===== src/mmmed_pkg.sv =====
// ----------------------------------------------------------------------------
// mmmed_pkg
// Shared sizes, status codes and control structs of the moving median filter.
// ----------------------------------------------------------------------------
package mmmed_pkg;

    localparam int CHANNELS     = 8;
    localparam int WINDOW_DEPTH = 16;

    localparam int DATA_W   = 32;
    localparam int CHAN_W   = 4;
    localparam int WIDTH_W  = 5;
    localparam int STATUS_W = 2;

    localparam int CH_W      = (CHANNELS > 1) ? $clog2(CHANNELS) : 1;
    localparam int IDX_W     = $clog2(WINDOW_DEPTH);
    localparam int CNT_W     = IDX_W;
    localparam int ADDR_W    = CH_W + IDX_W;
    localparam int RAM_DEPTH = 1 << ADDR_W;

    localparam int S_TDATA_W = ((WIDTH_W + DATA_W + 7) / 8) * 8;
    localparam int M_TDATA_W = ((DATA_W + 7) / 8) * 8;

    localparam logic [STATUS_W-1:0] ST_MEDIAN = 2'd0;
    localparam logic [STATUS_W-1:0] ST_PASS   = 2'd1;
    localparam logic [STATUS_W-1:0] ST_REJECT = 2'd2;

    typedef struct packed {
        logic capture;
        logic update;
        logic rd_en;
        logic select;
        logic push;
    } t_cmd;

    typedef struct packed {
        logic is_median;
        logic rd_last;
        logic out_free;
    } t_stat;

endpackage


===== src/mmmed_ctrl.sv =====
// ----------------------------------------------------------------------------
// mmmed_ctrl
// Sequencer: capture, pointer update, window read, rank select, result push.
// ----------------------------------------------------------------------------
module mmmed_ctrl (
    input  logic              i_clk,
    input  logic              i_rst_n,
    input  logic              i_in_valid,
    output logic              o_in_ready,
    input  mmmed_pkg::t_stat  i_stat,
    output mmmed_pkg::t_cmd   o_cmd
);

    typedef enum logic [2:0] {
        S_IDLE,
        S_UPDATE,
        S_READ,
        S_DRAIN,
        S_SELECT,
        S_HOLD
    } t_state;

    t_state r_state;
    t_state n_state;

    always_comb begin
        n_state = r_state;
        case (r_state)
            S_IDLE:   if (i_in_valid) n_state = S_UPDATE;
            S_UPDATE: n_state = i_stat.is_median ? S_READ : S_HOLD;
            S_READ:   if (i_stat.rd_last) n_state = S_DRAIN;
            S_DRAIN:  n_state = S_SELECT;
            S_SELECT: n_state = S_HOLD;
            S_HOLD:   if (i_stat.out_free) n_state = S_IDLE;
            default:  n_state = S_IDLE;
        endcase
    end

    always_ff @(posedge i_clk) begin
        if (!i_rst_n) begin
            r_state <= S_IDLE;
        end else begin
            r_state <= n_state;
        end
    end

    assign o_in_ready     = (r_state == S_IDLE);
    assign o_cmd.capture  = (r_state == S_IDLE) && i_in_valid;
    assign o_cmd.update   = (r_state == S_UPDATE);
    assign o_cmd.rd_en    = (r_state == S_READ);
    assign o_cmd.select   = (r_state == S_SELECT);
    assign o_cmd.push     = (r_state == S_HOLD) && i_stat.out_free;

endmodule


===== config.mk =====
export PLATFORM = sky130hd
export DESIGN_NAME = mmmed_ctrl
export DESIGN_NICKNAME = d
export VERILOG_FILES = /design/src/mmmed_pkg.sv /design/src/mmmed_ctrl.sv
export SDC_FILE = /design/constraint.sdc
export NUM_CORES = 1
export LEC_CHECK = 0
export ABC_AREA = 1
export BUFFER_PORTS_ARGS = -buffer_cell sky130_fd_sc_hd__buf_2
export CORE_AREA = 2 2 39 41
export CTS_BUF_LIST = sky130_fd_sc_hd__clkbuf_2
export CTS_CLUSTER_DIAMETER = 150
export CTS_CLUSTER_SIZE = 16
export DETAILED_ROUTE_END_ITERATION = 10
export DIE_AREA = 0 0 41 43
export HOLD_SLACK_MARGIN = 0.15
export PLACE_DENSITY = 0.42
export SKIP_CTS_REPAIR_TIMING = 1
export SLEW_MARGIN = 20
export SYNTH_ARGS = -nofsm -noshare
export SYNTH_HDL_FRONTEND = slang
export SYNTH_SLANG_ARGS = --single-unit

===== constraint.sdc =====
create_clock -name i_clk -period 0.9 [get_ports i_clk]
set_input_delay 0.09 -clock i_clk [delete_from_list [all_inputs] [get_ports i_clk]]
set_output_delay 0.09 -clock i_clk [all_outputs]
set_load 0.05 [all_outputs]

==> impl_results.md <==
* Clk network pwr share at around 11%
* Total CTS buffers at 3
* Fin. max-slew vios at 0
* Max-Cap Viols at 0
* CORE AREA at ~0.0014 mm2
* Seq pwr share at approximately 17%
* Num rows at 14
* Finished Cell Area at about 570 um2
* Mean cell area of the mapped netlist at a little under 6 um2
* Most frequent cell after synthesis: nor2_1
* Layout Utilization at about two fifths
* Reg clk slew, reported paths at around 0.040 ns
* Violated checks: negative setup slack
* Internal at 866 uW
* Dpl ws at -0.116 ns
* Die width at about 41 um
* Final count of hold timing violations at 0
* Slowest stage cell, crit path: dfxtp_4
* Post-synth EDFFs at 0
* Port Buf Inserts at 11
* First DRT Iteration DRCs at 7
* Sink Count at 3
* Cell taking the most area after synthesis: dfxtp_1
* Share of post-route cells with drive strength above 1 at 71.4%
* Type of origin of the critical path: flip-flop
* Diodes inserted at 0
* #FFs+latches synth at 3
* Worst Tran Pin Value at 0.161 ns
* Mapped cell area at around 230 um2
* Largest regs: r_state: 3 flops
* Pre-antenna DRT Iters at 4
* Dpl cell area at about 430 um2
* Post-synth top area share at a little over a quarter
* LEAKAGE at about 0.00026 uW
* Net count after synthesis at 45
* Die Footprint at approximately 0.0018 mm2
* Vias per cell at 4.32
* Largest reg by FF count: r_state
* Die Height at between 40 and 50 um
* Synthesized instance count at 39
* Async set or reset register ratio after synthesis at 0%
* Max incr delay on CP at 0.36 ns
* Clk Latency, worst-skew pair at between 0.2 and 0.25 ns
* GP Congestion at ~0.75
* Yosys cell types at 13
* # IOs at 12
* Number of flip-flops in the largest register at 3
* Number of global-route vias before repair at slightly below 300
* Tot GR Track Use at about a tenth
* Minimum clock period at between 1 and 1.5 ns
* Final Total Pwr at approximately 1700 uW
* Combinational fraction of design power at a little under three quarters
* Setup CP Type: reg2out
* Non-filler cells in the finished layout at 79
* Switch Pwr at about 860 uW
* Worst setup EP type: output port
* # fillers at about 150
* Worst Path Arrival at roughly 1.1 ns
* Largest net degree at the start of global routing at 7
* Final setup skew at a little over 0.004 ns
* CP Cell Sequence: nor2_4 -> inv_4 -> nor3_4 -> buf_6
* Setup violators final at 9
* Residual DRC at 0
* Area delta synth->final at 155%
* Max Root-Sink Buffers at 2
* Tcrit/Tclk final at 131%
* Bufs and invs on worst path at 2
* Antenna violations before repair at 0
* R2R setup slack at -0.23 ns
* Max Freq at approximately 0.85 GHz
* Clock Tree Root: clkbuf_2
* Synth Warn # at 0
* Peak supply drop at 1560 uV
* Pwr dens at ~3000 mW/mm2
* Hold crit path type: in2reg
* Fin nets at 70
* Status: finished, violations left
* Worst slew margin at between 80% and 90%
* DRT Wirelength at 739 um
* Top cell family by delay on the critical path: flip-flops
* Register area share after synthesis at roughly a quarter
* H-tree level count at 1
* Synth area leaders: dfxtp_1 27%, nor2_1 12%, nand3_1 11%, inv_1 10%, nor3_1 8.9%
* CTS tree: done
* HPWL Detailed at around 550 um
* Antenna Nets Post-Route at 0
* Worst setup margin at -0.276 ns
* RSZ-0062 raised after global routing: yes
* Initial Utilization at 16.3%
* Total number of vias at approximately 340
* Top FF cell, synth: dfxtp_1
* Global-route wire length before repair at about 1100 um
* Placed cells at 70
* Synth cell count leaders: 7 x nor2_1, 6 x inv_1, 5 x nand3_1
* Crit path max fanout at 4
* Overflow after GRT at 0
* Sw frac at 49.9%
* Worst Path Required at around 0.81 ns
* Wire per inst at ~9.4 um
==> kinds of logic (layout without fill, tap and decap cells) <==
logic type             Yosys count  in the layout  synth area share [%]
DFF                              3              3                  26.7
AOI/OAI and AO/OA                3              3                  8.33
and+or+nand+nor                 23             23                  46.7
buffers and inverters           10             34                  18.3
==> worst min-delay path, delay by kind of cell <==
family                 cells  cell delay [ns]
AOI/OAI and AO/OA          1             0.11
and+or+nand+nor            2             0.10
buffers and inverters      1             0.09
==> per-stage QoR <==
step	hold slack (ns)	setup TNS (ns)
global route	0.244	-2.22
detailed placement	0.353	-0.683
global placement	0.354	-0.697
floorplan	0.218	-0.527
CTS	0.126	-2.13
finish	0.221	-1.72
==> power by group through the flow <==
stage	Sequential [uW]	Combinational (uW)	Clock (uW)
4_1_cts	295	947	198
6_report	300	1240	194
2_1_floorplan	269	746	0
3_3_place_gp	298	939	0
5_1_grt	310	1320	212
3_5_place_dp	297	940	0
==> metal layers <==
metal	vias up	track usage (%)	share of wire [%]
met3	5	3.14	7.0
li1	169	-	-
met4	0	8.00	3.5
met2	13	13.4	50
met1	154	11.0	40
met5	-	0	0
==> placed cells by master (no fill, tap or decap) <==
cell / netlist / final
buf_4: 1 / 4
buf_12: 0 / 1
inv_1: 6 / 6
clkbuf_2: 0 / 4
a21oi_1: 1 / 1
o21ai_0: 1 / 1
dlygate4sd3_1: 0 / 1
nand3_4: 0 / 1
buf_8: 0 / 1
buf_6: 0 / 9
nor2_4: 0 / 5
nand3_1: 5 / 3
nand2_2: 1 / 1
nor2_1: 7 / 2
a21oi_2: 1 / 1
nor2_2: 2 / 2
inv_4: 0 / 2
dfxtp_4: 0 / 3
nand2_1: 4 / 4
inv_6: 0 / 1
nor3_4: 0 / 3
nand3_2: 0 / 1
nor3_2: 0 / 1
buf_2: 0 / 5
==> worst paths after layout <==
kind,start,endpoint,depth (start not counted)
setup reg to reg,r_state[1]$_SDFFE_PN0P_,r_state[0]$_SDFFE_PN0P_,7
hold reg to reg,r_state[0]$_SDFFE_PN0P_,r_state[0]$_SDFFE_PN0P_,3
setup / recovery,r_state[1]$_SDFFE_PN0P_,o_cmd[4],4
hold / removal,i_stat[0],r_state[2]$_SDFFE_PN0P_,4
==> cell type report <==
cell class / instances / area [um2] / area share [%]
sequential: 3 / 71.3 / 12.4
inverter: 9 / 43.8 / 7.63
clock buffer: 4 / 20.0 / 3.49
multi-input combinational: 26 / 218 / 37.9
tap: 16 / 20.0 / 3.49
timing repair buffer: 21 / 201 / 35.1
Power figures use the tool's default switching activity.
